`src/rtl/seven_segment_mux_driver_defines.svh`:
```
// Assertion helpers for the seven-segment display driver.
// Each macro expects signals named clk and rst in the scope where it is used.
`ifndef SEVEN_SEGMENT_MUX_DRIVER_DEFINES_SVH
`define SEVEN_SEGMENT_MUX_DRIVER_DEFINES_SVH

// The condition implies the consequence in the same cycle.
`define SSD_ASSERT_NOW(label, cond, cons, msg) \
  label: assert property (@(posedge clk) disable iff (rst) (cond) |-> (cons)) \
    else $error(msg);

// The condition implies the consequence in the following cycle.
`define SSD_ASSERT_NEXT(label, cond, cons, msg) \
  label: assert property (@(posedge clk) disable iff (rst) (cond) |=> (cons)) \
    else $error(msg);

`endif

```
`src/rtl/ssd_pkg.sv`:
```
`timescale 1ns / 1ps
package ssd_pkg;

  // Default geometry and timing.
  localparam int DIGITS_DEF      = 4;
  localparam int SLOT_TICKS_DEF  = 6;
  localparam int BLINK_TICKS_DEF = 40;

  localparam int DIGIT_SEL_W = 2;
  localparam int PATTERN_W   = 8;
  localparam int BRIGHT_W    = 3;
  localparam int CFG_INDEX_W = 1;

  // Item kind codes as they arrive on the input channel.
  localparam logic [1:0] KIND_TICK   = 2'd0;
  localparam logic [1:0] KIND_WRITE  = 2'd1;
  localparam logic [1:0] KIND_TOGGLE = 2'd2;
  localparam logic [1:0] KIND_ERASE  = 2'd3;

  // Configuration register indexes.
  localparam logic [CFG_INDEX_W-1:0] CFG_BRIGHTNESS = 1'b0;
  localparam logic [CFG_INDEX_W-1:0] CFG_BLANK      = 1'b1;

  localparam logic [BRIGHT_W-1:0]  BRIGHTNESS_RST = 3'd3;
  localparam logic [PATTERN_W-1:0] BLANK_RST      = 8'd0;

  typedef enum logic [1:0] {
    OP_TICK,
    OP_WRITE,
    OP_TOGGLE,
    OP_ERASE
  } ssd_op_t;

  typedef struct packed {
    logic [1:0]             kind;
    logic [DIGIT_SEL_W-1:0] digit_index;
    logic [PATTERN_W-1:0]   char_value;
  } ssd_item_t;

  typedef struct packed {
    logic [PATTERN_W-1:0]   segments;
    logic [DIGIT_SEL_W-1:0] digit_select;
  } ssd_result_t;

  // Decoded command held in the queue between front and back.
  typedef struct packed {
    ssd_op_t                op;
    logic [DIGIT_SEL_W-1:0] digit_index;
    logic [PATTERN_W-1:0]   char_value;
  } ssd_cmd_t;

  typedef struct packed {
    logic [BRIGHT_W-1:0]  brightness;
    logic [PATTERN_W-1:0] blank;
  } ssd_cfg_t;

endpackage

```
`src/rtl/seven_segment_mux_driver.sv`:
```
// Multiplexed seven-segment display driver for up to four digits. Each input
// transaction is one of four kinds: a tick, a write of one digit's segment
// pattern, a blink toggle, or an erase that fills every digit with the blank
// pattern. Only a tick produces an output transaction, carrying the segment
// pins (the pattern of the digit that was active when the tick arrived, or
// the blank pattern while the digit is dark or the blink phase is off) and
// the digit select after any advance to the next digit. The block takes one
// transaction per clock cycle when the output side keeps up. An accepted tick
// is held in the command queue and is then loaded into the output register
// once that register is free or its result is being taken. The two-entry
// queue between the decode front and the execution back lets input keep
// flowing while a finished result waits to be taken.
// Configuration writes must only be issued while no transaction is in
// flight.
`timescale 1ns / 1ps
`include "seven_segment_mux_driver_defines.svh"
module seven_segment_mux_driver import ssd_pkg::*; #(
  parameter int DIGITS      = DIGITS_DEF,
  parameter int SLOT_TICKS  = SLOT_TICKS_DEF,
  parameter int BLINK_TICKS = BLINK_TICKS_DEF
) (
  input  logic                   clk,
  input  logic                   rst,
  input  logic                   item_valid,
  output logic                   item_ready,
  input  ssd_item_t              item,
  output logic                   result_valid,
  input  logic                   result_ready,
  output ssd_result_t            result,
  input  logic                   cfg_valid,
  output logic                   cfg_ready,
  input  logic [CFG_INDEX_W-1:0] cfg_index,
  input  logic [PATTERN_W-1:0]   cfg_data
);

  // Configuration registers. Writes are always accepted.
  ssd_cfg_t cfg;

  assign cfg_ready = 1'b1;

  always_ff @(posedge clk) begin
    if (rst) begin
      cfg.brightness <= BRIGHTNESS_RST;
      cfg.blank      <= BLANK_RST;
    end else if (cfg_valid) begin
      case (cfg_index)
        CFG_BRIGHTNESS: cfg.brightness <= cfg_data[BRIGHT_W-1:0];
        CFG_BLANK:      cfg.blank      <= cfg_data;
        default:        ;
      endcase
    end
  end

  // The front decodes each transaction and queues it; the back executes
  // queued commands and owns all display state and the output register.
  logic     cmd_valid;
  ssd_cmd_t cmd;
  logic     cmd_pop;

  ssd_front #(
    .DIGITS (DIGITS)
  ) u_front (
    .clk        (clk),
    .rst        (rst),
    .item_valid (item_valid),
    .item       (item),
    .item_ready (item_ready),
    .cmd_valid  (cmd_valid),
    .cmd        (cmd),
    .cmd_pop    (cmd_pop)
  );

  ssd_back #(
    .DIGITS      (DIGITS),
    .SLOT_TICKS  (SLOT_TICKS),
    .BLINK_TICKS (BLINK_TICKS)
  ) u_back (
    .clk          (clk),
    .rst          (rst),
    .cfg          (cfg),
    .cmd_valid    (cmd_valid),
    .cmd          (cmd),
    .cmd_pop      (cmd_pop),
    .result_valid (result_valid),
    .result       (result),
    .result_ready (result_ready)
  );

  // A tick must never be executed while the output register holds an untaken result.
  `SSD_ASSERT_NOW(a_no_tick_overwrite, cmd_valid && cmd.op == OP_TICK && result_valid && !result_ready, !cmd_pop, "tick executed over a pending result")

  // An executed tick is presented at the output on the next cycle.
  `SSD_ASSERT_NEXT(a_tick_gives_result, cmd_pop && cmd.op == OP_TICK, result_valid, "executed tick produced no result")

  // An accepted tick is held in the queue on the next cycle.
  `SSD_ASSERT_NEXT(a_tick_queued, item_valid && item_ready && item.kind == KIND_TICK, cmd_valid, "accepted tick was not queued")

  // The digit select never names a digit beyond the display.
  `SSD_ASSERT_NOW(a_select_range, result_valid, int'(result.digit_select) < DIGITS, "digit select out of range")

endmodule

```
`src/rtl/ssd_front.sv`:
```
`timescale 1ns / 1ps
module ssd_front import ssd_pkg::*; #(
  parameter int DIGITS = DIGITS_DEF
) (
  input  logic      clk,
  input  logic      rst,
  input  logic      item_valid,
  input  ssd_item_t item,
  output logic      item_ready,
  output logic      cmd_valid,
  output ssd_cmd_t  cmd,
  input  logic      cmd_pop
);

  // Two-entry command queue.
  ssd_cmd_t   entries [2];
  logic       wr_ptr;
  logic       rd_ptr;
  logic [1:0] count;

  ssd_cmd_t decoded;
  logic     keep;
  logic     push;

  // Writes to a digit that does not exist are accepted and dropped here.
  always_comb begin
    decoded.digit_index = item.digit_index;
    decoded.char_value  = item.char_value;
    keep                = 1'b1;
    case (item.kind)
      KIND_TICK:   decoded.op = OP_TICK;
      KIND_WRITE: begin
        decoded.op = OP_WRITE;
        keep       = (int'(item.digit_index) < DIGITS);
      end
      KIND_TOGGLE: decoded.op = OP_TOGGLE;
      KIND_ERASE:  decoded.op = OP_ERASE;
      default:     decoded.op = OP_TICK;
    endcase
  end

  assign item_ready = (count != 2'd2);
  assign push       = item_valid && item_ready && keep;
  assign cmd_valid  = (count != 2'd0);
  assign cmd        = entries[rd_ptr];

  always_ff @(posedge clk) begin
    if (push) begin
      entries[wr_ptr] <= decoded;
    end
  end

  always_ff @(posedge clk) begin
    if (rst) begin
      wr_ptr <= 1'b0;
      rd_ptr <= 1'b0;
      count  <= 2'd0;
    end else begin
      if (push) begin
        wr_ptr <= ~wr_ptr;
      end
      if (cmd_pop) begin
        rd_ptr <= ~rd_ptr;
      end
      case ({push, cmd_pop})
        2'b10:   count <= count + 2'd1;
        2'b01:   count <= count - 2'd1;
        default: count <= count;
      endcase
    end
  end

endmodule

```
`src/rtl/ssd_back.sv`:
```
`timescale 1ns / 1ps
module ssd_back import ssd_pkg::*; #(
  parameter int DIGITS      = DIGITS_DEF,
  parameter int SLOT_TICKS  = SLOT_TICKS_DEF,
  parameter int BLINK_TICKS = BLINK_TICKS_DEF
) (
  input  logic        clk,
  input  logic        rst,
  input  ssd_cfg_t    cfg,
  input  logic        cmd_valid,
  input  ssd_cmd_t    cmd,
  output logic        cmd_pop,
  output logic        result_valid,
  output ssd_result_t result,
  input  logic        result_ready
);

  localparam int IDX_W  = (DIGITS > 1) ? $clog2(DIGITS) : 1;
  localparam int SLOT_W = $clog2(SLOT_TICKS + 1);
  localparam int RELOAD_INT = (SLOT_TICKS * BLINK_TICKS > 255) ? 255 : SLOT_TICKS * BLINK_TICKS;
  localparam logic [7:0]        BLINK_RELOAD = 8'(RELOAD_INT);
  localparam logic [7:0]        BLINK_START  = 8'(BLINK_TICKS);
  localparam logic [SLOT_W-1:0] SLOT_FULL    = SLOT_W'(SLOT_TICKS);
  localparam logic [IDX_W-1:0]  LAST_DIGIT   = IDX_W'(DIGITS - 1);
  localparam logic signed [3:0] ON_MIN       = -4'sd8;

  logic [PATTERN_W-1:0] digit_store [DIGITS];
  logic [IDX_W-1:0]     active_digit;
  logic [SLOT_W-1:0]    slot_tick_count;
  logic signed [3:0]    on_time_left;
  logic                 blink_enabled;
  logic                 blink_phase_on;
  logic [7:0]           blink_count;

  logic [IDX_W-1:0]     active_digit_next;
  logic [SLOT_W-1:0]    slot_tick_count_next;
  logic signed [3:0]    on_time_left_next;
  logic                 blink_enabled_next;
  logic                 blink_phase_on_next;
  logic [7:0]           blink_count_next;
  logic [7:0]           blink_dec;
  logic [SLOT_W-1:0]    slot_dec;
  logic [PATTERN_W-1:0] seg_next;
  logic                 is_tick;

  assign is_tick = (cmd.op == OP_TICK);
  // A tick waits only when the output register is still full and not being taken.
  assign cmd_pop = cmd_valid && (!is_tick || !result_valid || result_ready);

  always_comb begin
    active_digit_next    = active_digit;
    slot_tick_count_next = slot_tick_count;
    on_time_left_next    = on_time_left;
    blink_enabled_next   = blink_enabled;
    blink_phase_on_next  = blink_phase_on;
    blink_count_next     = blink_count;
    blink_dec            = blink_count - 8'd1;
    slot_dec             = slot_tick_count - SLOT_W'(1);
    seg_next             = cfg.blank;
    case (cmd.op)
      OP_TOGGLE: begin
        blink_enabled_next = !blink_enabled;
        blink_count_next   = blink_enabled ? 8'd0 : BLINK_START;
      end
      OP_TICK: begin
        if (blink_enabled) begin
          if (blink_dec == 8'd0) begin
            blink_phase_on_next = !blink_phase_on;
            blink_count_next    = BLINK_RELOAD;
          end else begin
            blink_count_next = blink_dec;
          end
        end
        if (blink_phase_on_next && (on_time_left > 4'sd0)) begin
          seg_next = digit_store[active_digit];
        end
        if (on_time_left > ON_MIN) begin
          on_time_left_next = on_time_left - 4'sd1;
        end
        if (slot_dec == '0) begin
          on_time_left_next    = $signed({1'b0, cfg.brightness});
          slot_tick_count_next = SLOT_FULL;
          active_digit_next    = (active_digit == LAST_DIGIT) ? '0 : active_digit + IDX_W'(1);
        end else begin
          slot_tick_count_next = slot_dec;
        end
      end
      default: ;
    endcase
  end

  always_ff @(posedge clk) begin
    if (rst) begin
      for (int i = 0; i < DIGITS; i++) begin
        digit_store[i] <= '0;
      end
      active_digit    <= '0;
      slot_tick_count <= SLOT_FULL;
      on_time_left    <= 4'sd1;
      blink_enabled   <= 1'b0;
      blink_phase_on  <= 1'b1;
      blink_count     <= 8'd0;
      result_valid    <= 1'b0;
    end else begin
      if (cmd_pop) begin
        active_digit    <= active_digit_next;
        slot_tick_count <= slot_tick_count_next;
        on_time_left    <= on_time_left_next;
        blink_enabled   <= blink_enabled_next;
        blink_phase_on  <= blink_phase_on_next;
        blink_count     <= blink_count_next;
        if (cmd.op == OP_WRITE) begin
          digit_store[cmd.digit_index[IDX_W-1:0]] <= cmd.char_value;
        end
        if (cmd.op == OP_ERASE) begin
          for (int i = 0; i < DIGITS; i++) begin
            digit_store[i] <= cfg.blank;
          end
        end
      end
      if (cmd_pop && is_tick) begin
        result_valid <= 1'b1;
      end else if (result_ready) begin
        result_valid <= 1'b0;
      end
    end
  end

  always_ff @(posedge clk) begin
    if (cmd_pop && is_tick) begin
      result.segments     <= seg_next;
      result.digit_select <= DIGIT_SEL_W'(active_digit_next);
    end
  end

endmodule
```
`config.mk`:
```
export PLATFORM = sky130hd
export DESIGN_NAME = seven_segment_mux_driver
export DESIGN_NICKNAME = d
export VERILOG_FILES = /design/src/rtl/ssd_pkg.sv /design/src/rtl/seven_segment_mux_driver.sv /design/src/rtl/ssd_front.sv /design/src/rtl/ssd_back.sv
export VERILOG_INCLUDE_DIRS = /design/src /design/src/rtl
export SDC_FILE = /design/constraint.sdc
export NUM_CORES = 1
export LEC_CHECK = 0
export BUFFER_PORTS_ARGS = -buffer_cell sky130_fd_sc_hd__clkbuf_2
export CORE_MARGIN = 8
export CORE_UTILIZATION = 60
export CTS_BUF_LIST = sky130_fd_sc_hd__clkbuf_8
export DETAILED_ROUTE_END_ITERATION = 16
export PLACE_DENSITY = 0.78
export SYNTH_ARGS = -nofsm -noshare
export SYNTH_HDL_FRONTEND = slang
export SYNTH_HIERARCHICAL = 1
export SYNTH_SLANG_ARGS = --single-unit
```
`constraint.sdc`:
```
create_clock -name clk -period 4.1 [get_ports clk]
set_input_delay 0.205 -clock clk [delete_from_list [all_inputs] [get_ports clk]]
set_output_delay 0.205 -clock clk [all_outputs]
set_load 0.02 [all_outputs]
```
==> flow_summary.ini, run 1 <==
[run_status]
status = complete, no violations

[global_route]
grt_util_met3_pct = 4.51
grt.met2_usage_pct = 28.0
grt_pass1_vias = 3056
grt_start_max_net_pins = 38
grt_usage_pct = 16.8
grt.overflow.total = 0
antenna_found_initial = 0
gr-usage-met1_pct = 20.5
busiest_layer = met2
grt_pass1_wl_mm = 14.8

[clock_tree]
cts_tree = done
post_cts_resized = 0
cts_setup_buffers = 0
clk_latency_ns = 0.37
clockRootBuffer = clkbuf_8
htree_levels = 3
cts_buffer_depth = 2
cts_sinks = 104
cts_made_buffers = 9
cts.reportedPaths.clkPinSlew_ns = 0.11
cts_hold_buf = 1

[timing]
grt_setup_unrepaired = false
fin_skew_ns = 0.0123
fmax_mhz = 327
period_minus_slack_ns = 3.06
relSlewSlack_pct = 49.5
final.setup.tns_ns = 0
holdWs_ns = 0.0182
worstMarginPinSlew_ns = 0.757
post-route-period-util_pct = 74.5
finalHoldViolCount = 0
finalSetupViolCount = 0
slew_violations = 0

[final_layout]
layout_commonest_cell = edfxtp_1
nNetsFinal = 444
fin_area_sq_um = 5280
areaGrowthSynthToFinish_pct = 9.86
drive_above_1_share_pct = 24.0
final_cell_mix = 66 x edfxtp_1, 38 x dfxtp_1, 37 x clkbuf_2
fin_util_pct = 68.3
diodes = 0

[detailed_routing]
avgRoutedWirePerCell_um = 18.0
ant_nets = 0
vias_per_cell = 6.03
drt-initial-drc-count = 215
drc_errors = 0
vias = 3123
routed_wl_mm = 9.34
first_pass_iters = 4

[pwr]
p_switching_uw = 868
pwr-share-comb_pct = 24.7
p_int_uw = 1800
netSwitchingFraction_pct = 32.5
p_leak_uw = 0.00199
totalPowerFinal_uw = 2670
powerDensity_nw_per_um2 = 505
pwr-share-clk_pct = 23.8
vdd_ir_drop_max_uv = 384
power_frac_seq_pct = 51.5

[yosys]
syn_inst = 374
synth_ff_type = edfxtp_1
synth-edff-count = 66
syn_area_sq_um = 4810
postSynthAreaPerCell_sq_um = 12.9
synth_area_leaders = edfxtp_1 41%, dfxtp_1 16%, a22o_1 5.8%, mux2_2 5.4%, mux4_1 3.8%
synthesis.nets = 407
synth_top_area_share_pct = 41.2
yosys.area.top_type = edfxtp_1
ys_seq_area_share_pct = 57.1
ys_ff_latch = 104
synth_warnings = 6
synthArstFlopShare_pct = 0
yosysUniqueCellTypes = 58

[worst_setup_path]
required_ns = 4.23
end_kind = register
crit_path_start_kind = register
path_cells = mux2_2, or2_2, nor3_1, nand2b_1, mux2i_2, mux2_2
path_class = register to register
path_buf_inv = 0
cp_top_family = multiplexers
slowest_stage = dfxtp_1
crit_path_max_fanout = 12
critPathMaxStageDelay_ns = 0.63
crit_top_cell = mux2_2
cp_data_arrival_time_ns = 3.19

[floorplanning]
initial_core_util_pct = 62.2
die_area_sq_um = 11100
core_area_sq_um = 7730
die_h_um = 106
fp.dieW_um = 106
num_rows = 32
io-pin-count = 39

[placed_design]
port_buffers = 37
dpl.hpwl_mm = 6.43
placed_cell_area_sq_um = 5020
gp_congestion = 0.859

[run]
maxCapViolations = 0

[worst_hold_path]
hp-class = input port to register
[registers in the layout, indices dropped and copies added (netlist names), 2 cells and up, named ones only]
signal                  flops
u_back/digit_store         32
u_front/entries            24
cfg                        11
u_back/result              10
u_back/blink_count          8
u_back/on_time_left         4
u_back/slot_tick_count      3
u_back/active_digit         2
u_front/count               2
[synth_stat cells (3+ instances only)]
master / instances
nor3_1: 8
nand3_1: 9
a211oi_1: 3
nand2_1: 14
a21oi_1: 18
nand2b_1: 12
or3_1: 3
edfxtp_1: 66
inv_1: 11
and3_1: 4
nand3b_1: 4
a21bo_2: 7
a22o_1: 32
nor2_1: 25
buf_6: 3
or2_2: 3
clkbuf_1: 12
xnor2_1: 6
o31ai_1: 4
mux2_2: 23
dfxtp_1: 38
mux4_1: 7
mux2i_1: 6
ha_1: 7
o21ai_0: 6
[power by group through the flow]
stage	Sequential, uW	Combinational (uW)	Clock [uW]
floorplan	1390	493	0
global placement	1390	628	0
detailed placement	1400	647	0
CTS	1370	653	648
global route	1390	723	684
finish	1370	658	634
[routing by layer]
metal	part of all wire, %	wire, um
met2	48	4490
met3	6.7	628
met4	1.4	131
met1	44	4090
met5	0	0
[kinds of logic after synthesis]
family	count (synthesis)	share of synthesized area [%]
DFF	104	57.1
buffers and inverters	31	3.44
other	1	0.0780
xor gates and xnor gates	7	1.28
adders and majority gates	7	1.82
AOI/OAI and AO/OA	88	14.0
and+or+nand+nor	98	11.1
muxes	38	11.2
[through the flow]
stage / setup WS [ns] / instances
6_report: 1.04 / 518
5_1_grt: 0.863 / 518
4_1_cts: 1.05 / 513
3_5_place_dp: 1.05 / 496
3_3_place_gp: 1.16 / 496
2_1_floorplan: 1.32 / 374
[worst paths after layout]
| path | from | to | slack [ns] | cells past startpoint |
|---|---|---|---|---|
| setup / recovery | register | u_back/result[3] | 1.04 | 6 |
| hold / removal | item[3] | u_front/entries[0][3] | 0.02 | 1 |
| setup reg to reg | register | u_back/result[3] | 1.04 | 6 |
| hold reg to reg | u_back/slot_tick_count[1] | u_back/slot_tick_count[1] | 0.49 | 2 |
[cell type report]
type | count | area [sq um]
repair buffers | 46 | 268
multi-input cells | 239 | 1900
well taps | 102 | 128
clock inverters | 7 | 78.8
fillers | 553 | 2450
flip-flops and latches | 104 | 2740
clock buffers | 9 | 124
inverters | 11 | 41.3
Note: power is estimated with default switching activity, not from simulation.
==> run 2: changes to the inputs <==
Settings changed: ABC_AREA set to 1.
Clock period 4.1 ns to 3 ns, I/O delays scaled along.
==> flow_summary.ini, run 2 <==
[worst_hold_path]
hold_start = cfg_data[4]
hold_depth = 3
hp-class = input port to register

[floorplanning]
io-pin-count = 39
num_rows = 32
fp.dieW_um = 105
die_area_sq_um = 11000
die_h_um = 105
core_area_sq_um = 7690
initial_core_util_pct = 61.5

[timing]
slew_violations = 0
worstMarginPinSlew_ns = 0.938
finalHoldViolCount = 0
final.setup.tns_ns = 0
relSlewSlack_pct = 37.2
fin_skew_ns = 0.00848
fmax_mhz = 433
period_minus_slack_ns = 2.31
post-route-period-util_pct = 77.1
grt_setup_unrepaired = false
finalSetupViolCount = 0

[clock_tree]
cts_setup_buffers = 0
post_cts_resized = 0
cts_hold_buf = 12
htree_levels = 3
clockRootBuffer = clkbuf_8
cts_buffer_depth = 2
clk_latency_ns = 0.37
cts_tree = done
cts.reportedPaths.clkPinSlew_ns = 0.10
cts_sinks = 104
cts_made_buffers = 9

[run_status]
status = complete, no violations

[final_layout]
areaGrowthSynthToFinish_pct = 12.7
regMostFlops = u_back/digit_store
reg_top3 = u_back/digit_store x32, u_front/entries x24, cfg x11
nNetsFinal = 569
fin_util_pct = 69.3
final_cell_mix = 95 x nand2_1, 66 x edfxtp_1, 63 x o21ai_0
drive_above_1_share_pct = 17.0
instances_no_fill = 643
layout_commonest_cell = nand2_1
diodes = 0
largest_reg_flops = 32

[yosys]
synth_ff_type = edfxtp_1
yosys.area.top_type = edfxtp_1
synth-edff-count = 66
synth_area_leaders = edfxtp_1 42%, dfxtp_1 16%, nand2_1 7.5%, o21ai_0 6.7%, inv_1 3.7%
synth_top_area_share_pct = 41.9
ys_seq_area_share_pct = 58.0
postSynthAreaPerCell_sq_um = 9.81
ys_ff_latch = 104
synth_warnings = 6
synth.most_common_cell = nand2_1
syn_area_sq_um = 4730
synthesis.nets = 515
synthArstFlopShare_pct = 0
syn_inst = 482
yosysUniqueCellTypes = 37
synthTopCellsByCount = 95 x nand2_1, 66 x edfxtp_1, 63 x o21ai_0

[worst_setup_path]
path_cells = buf_4, mux2_4, nor3_1, nand3_1, nand2_1
critPathMaxStageDelay_ns = 0.40
slowest_stage = nor3_1
required_ns = 3.05
cp_top_family = simple AND/OR/NAND/NOR gates
cp_data_arrival_time_ns = 2.36
path_buf_inv = 1
end_kind = register
path_class = register to register
crit_cells = 5
rr_worst_depth = 5
crit_path_start_kind = register
crit_path_max_fanout = 11

[global_route]
grt.overflow.total = 0
grt_pass1_vias = 3472
grt_usage_pct = 17.2
grt_pass1_wl_mm = 15.6
grt_start_max_net_pins = 21
antenna_found_initial = 0

[detailed_routing]
drt-initial-drc-count = 284
drc_errors = 0
vias = 3518
ant_nets = 0
vias_per_cell = 5.47
routed_wl_mm = 9.11
first_pass_iters = 5
avgRoutedWirePerCell_um = 14.2

[placed_design]
port_buffers = 37
dp.cells = 615
gp_congestion = 0.875
dpl.hpwl_mm = 6.84

[pwr]
p_leak_uw = 0.00220
vdd_ir_drop_max_uv = 450
powerDensity_nw_per_um2 = 777

[run]
maxCapViolations = 0
## run 2: changes by cell type after synthesis, sizes merged, moves of 12 or more
cell | previous run | this run
inv | 11 | 48
nand2 | 15 | 102
nor2 | 25 | 41
a22o | 32 | 0
nand2b | 12 | 0
nand3 | 9 | 32
o21ai | 6 | 66
## run 2: metrics by stage
stage | worst slack [ns] | cell area, sq um | hold slack, ns | total power [uW]
2_1_floorplan | 1.01 | 4730 | 0.222 | 3010
3_3_place_gp | 0.762 | 5010 | 0.338 | 3270
3_5_place_dp | 0.691 | 5010 | 0.343 | 3320
4_1_cts | 0.675 | 5330 | 0.00176 | 4170
5_1_grt | 0.430 | 5330 | 0.0242 | 4440
6_report | 0.688 | 5330 | 0.0149 | 4140
## run 2: tightest hold or removal path, stage by stage
cell,delay [ns]
clkbuf_2,0.08
nand3_1,0.05
a21oi_1,0.06
## run 2: worst paths after layout
kind         slack, ns                        to
min               0.01                    cfg[4]
max               0.69  u_back/digit_store[1][2]
max reg2reg       0.69  u_back/digit_store[1][2]
min reg2reg       0.48    u_back/on_time_left[1]
## run 2: power breakdown
group	switching [uW]	internal, uW
sequential	134	1820
combinational	859	489
clock	507	326
## run 2: cells by family after synthesis
kind of cell / after synthesis / share of synthesized area, %
other cells: 1 / 0.0793
xor+xnor: 4 / 0.741
buf+inv: 58 / 5.11
compound gates: 108 / 12.7
simple gates: 188 / 17.9
mux: 12 / 3.65
fa+ha+maj: 7 / 1.85
flops: 104 / 58.0
## run 2: layout make-up
type | instances | area [sq um]
Sequential cell | 104 | 2740
Clock buffer | 9 | 124
Clock inverter | 7 | 73.8
Tap cell | 102 | 128
Fill cell | 578 | 2360
Inverter | 48 | 180
Multi-Input combinational cell | 320 | 1740
Timing Repair Buffer | 53 | 335
## run 2: per-layer routing
metal  vias up  track usage [%]  share of wire [%]
li1       1759                -                  -
met1      1620             20.5                 42
met2       125             29.4                 48
met3        14             5.04                8.2
met4         0             4.99                1.2
met5         -                0                  0
==> run 3: changes to the inputs <==
Settings changed: CORE_UTILIZATION 60 to 56, PLACE_DENSITY 0.78 to 0.76.
Clock period 3 ns to 2 ns, I/O delays scaled along.
==> flow_summary.ini, run 3 (synthesized netlist as in run 2, its figures left out) <==
[run_status]
status = complete, no violations

[clock_tree]
cts.reportedPaths.clkPinSlew_ns = 0.10
htree_levels = 3
clockRootBuffer = clkbuf_8
cts_sinks = 104
cts_buffer_depth = 2
cts_made_buffers = 9
clk_latency_ns = 0.37
cts_tree = done

[floorplanning]
fp.dieW_um = 108
initial_core_util_pct = 57.5
num_rows = 33
core_area_sq_um = 8220
die_area_sq_um = 11600
die_h_um = 108
io-pin-count = 39

[global_route]
grt_pass1_vias = 3353
grt_usage_pct = 16.4
grt.overflow.total = 0
gr-usage-met1_pct = 19.9
grt.met2_usage_pct = 27.2
grt_util_met3_pct = 4.85
antenna_found_initial = 0
busiest_layer = met2
grt_start_max_net_pins = 23
grt_pass1_wl_mm = 15.3

[final_layout]
diodes = 0
areaGrowthSynthToFinish_pct = 18.2
layout_commonest_cell = nand2_1
largest_reg_flops = 32
nNetsFinal = 593
regMostFlops = u_back/digit_store
fin_area_sq_um = 5590
drive_above_1_share_pct = 20.4
reg_top3 = u_back/digit_store x32, u_front/entries x24, cfg x11
final_cell_mix = 92 x nand2_1, 66 x edfxtp_1, 63 x o21ai_0

[timing]
fin_skew_ns = 0.00929
slew_violations = 0
post-route-period-util_pct = 95.3
final.setup.tns_ns = 0
relSlewSlack_pct = 62.5
finalSetupViolCount = 0
worstMarginPinSlew_ns = 0.560
fmax_mhz = 525
finalHoldViolCount = 0
period_minus_slack_ns = 1.91

[worst_setup_path]
rr_worst_depth = 11
crit_path_max_fanout = 5
rrSetupSlack_ns = 0.09
reg2reg_from = u_back/blink_count[1]
crit_start = u_back/blink_count[1]
required_ns = 2.13
path_class = register to register
critical_path.endpoint = u_back/result[9]
r2r_end = u_back/result[9]
end_kind = register
crit_path_start_kind = register
cp_data_arrival_time_ns = 2.04

[detailed_routing]
routed_wl_mm = 9.41
drt-initial-drc-count = 236
vias_per_cell = 5.37
first_pass_iters = 4
avgRoutedWirePerCell_um = 14.0
vias = 3598
ant_nets = 0
drc_errors = 0

[pwr]
powerDensity_nw_per_um2 = 1150
vdd_ir_drop_max_uv = 583
p_leak_uw = 0.00232

[run]
maxCapViolations = 0

[placed_design]
placed_cell_area_sq_um = 5090
dpl.hpwl_mm = 6.66
gp_congestion = 0.828
port_buffers = 37

[worst_hold_path]
hp-class = input port to register
run 3: cell types whose count changed in the layout (fill, tap and decap cells not counted), moves of 2 or more:
| cell | delta |
|---|---|
| inv_8 | +3 |
| dlygate4sd3_1 | +10 |
| nor2_4 | +2 |
| buf_4 | +13 |
| nand2_2 | +4 |
| inv_6 | -2 |
| nand2_1 | -3 |
| dfxtp_1 | -2 |
| dfxtp_2 | +2 |
run 3: worst max-delay path: stages (launching register included):
cell and delay [ns]:
dfxtp_2 0.37, inv_1 0.08, ha_4 0.18, nand2_1 0.07
xor2_1 0.20, nand2_1 0.13, nor2_4 0.17, nand3_2 0.09
nand2_2 0.13, nand2_2 0.12, nand3_1 0.08, nand2_1 0.05
run 3: worst min-delay path by stage:
stage                       from                    end  slack [ns]  cells after the start
finish              result_ready    u_back/result_valid        0.04                      4
global route        result_ready    u_back/result_valid        0.04                      4
CTS                 result_ready    u_back/result_valid        0.02                      4
detailed placement       item[1]  u_front/entries[1][1]        0.29                      1
global placement         item[5]  u_front/entries[0][5]        0.29                      1
floorplan                    rst               register        0.17                      1
run 3: layout make-up:
cell class | instances | area (sq um)
repair buffers | 76 | 533
inverters | 48 | 180
clock buffers | 9 | 124
multi-input cells | 321 | 1800
well taps | 105 | 131
flip-flops and latches | 104 | 2750
clock inverters | 7 | 77.6
fillers | 619 | 2630
run 3: through the flow:
stage | power [uW] | util, % | hold WS, ns | cells | worst slack [ns]
floorplan | 4520 | - | 0.172 | 482 | 0.0105
global placement | 4960 | 61.9 | 0.289 | 628 | 0.101
detailed placement | 5040 | 61.9 | 0.294 | 628 | 0.0570
CTS | 6350 | 67.1 | 0.0186 | 666 | 0.0332
global route | 6840 | 68.0 | 0.0398 | 670 | -0.00149
finish | 6420 | 68.0 | 0.0351 | 670 | 0.0948
run 3: metal layers:
metal,up-vias,share of wire [%]
met3,17,7.2
met1,1651,44
met2,122,47
met5,-,0
met4,0,2.0
li1,1808,-
run 3: timing repair:
item	in CTS	in global routing
resized for setup	0	13
endpoints found under the setup margin	0	98
buffers inserted	0	3
hold endpoints to repair	37	0
hold buffers	22	0
run 3: where the power goes:
part | leakage [uW] | switching [uW] | internal [uW] | total (uW)
sequential | 0.000965 | 212 | 2740 | 2950
combinational | 0.00126 | 1340 | 846 | 2190
clock | 0.000100 | 787 | 500 | 1290
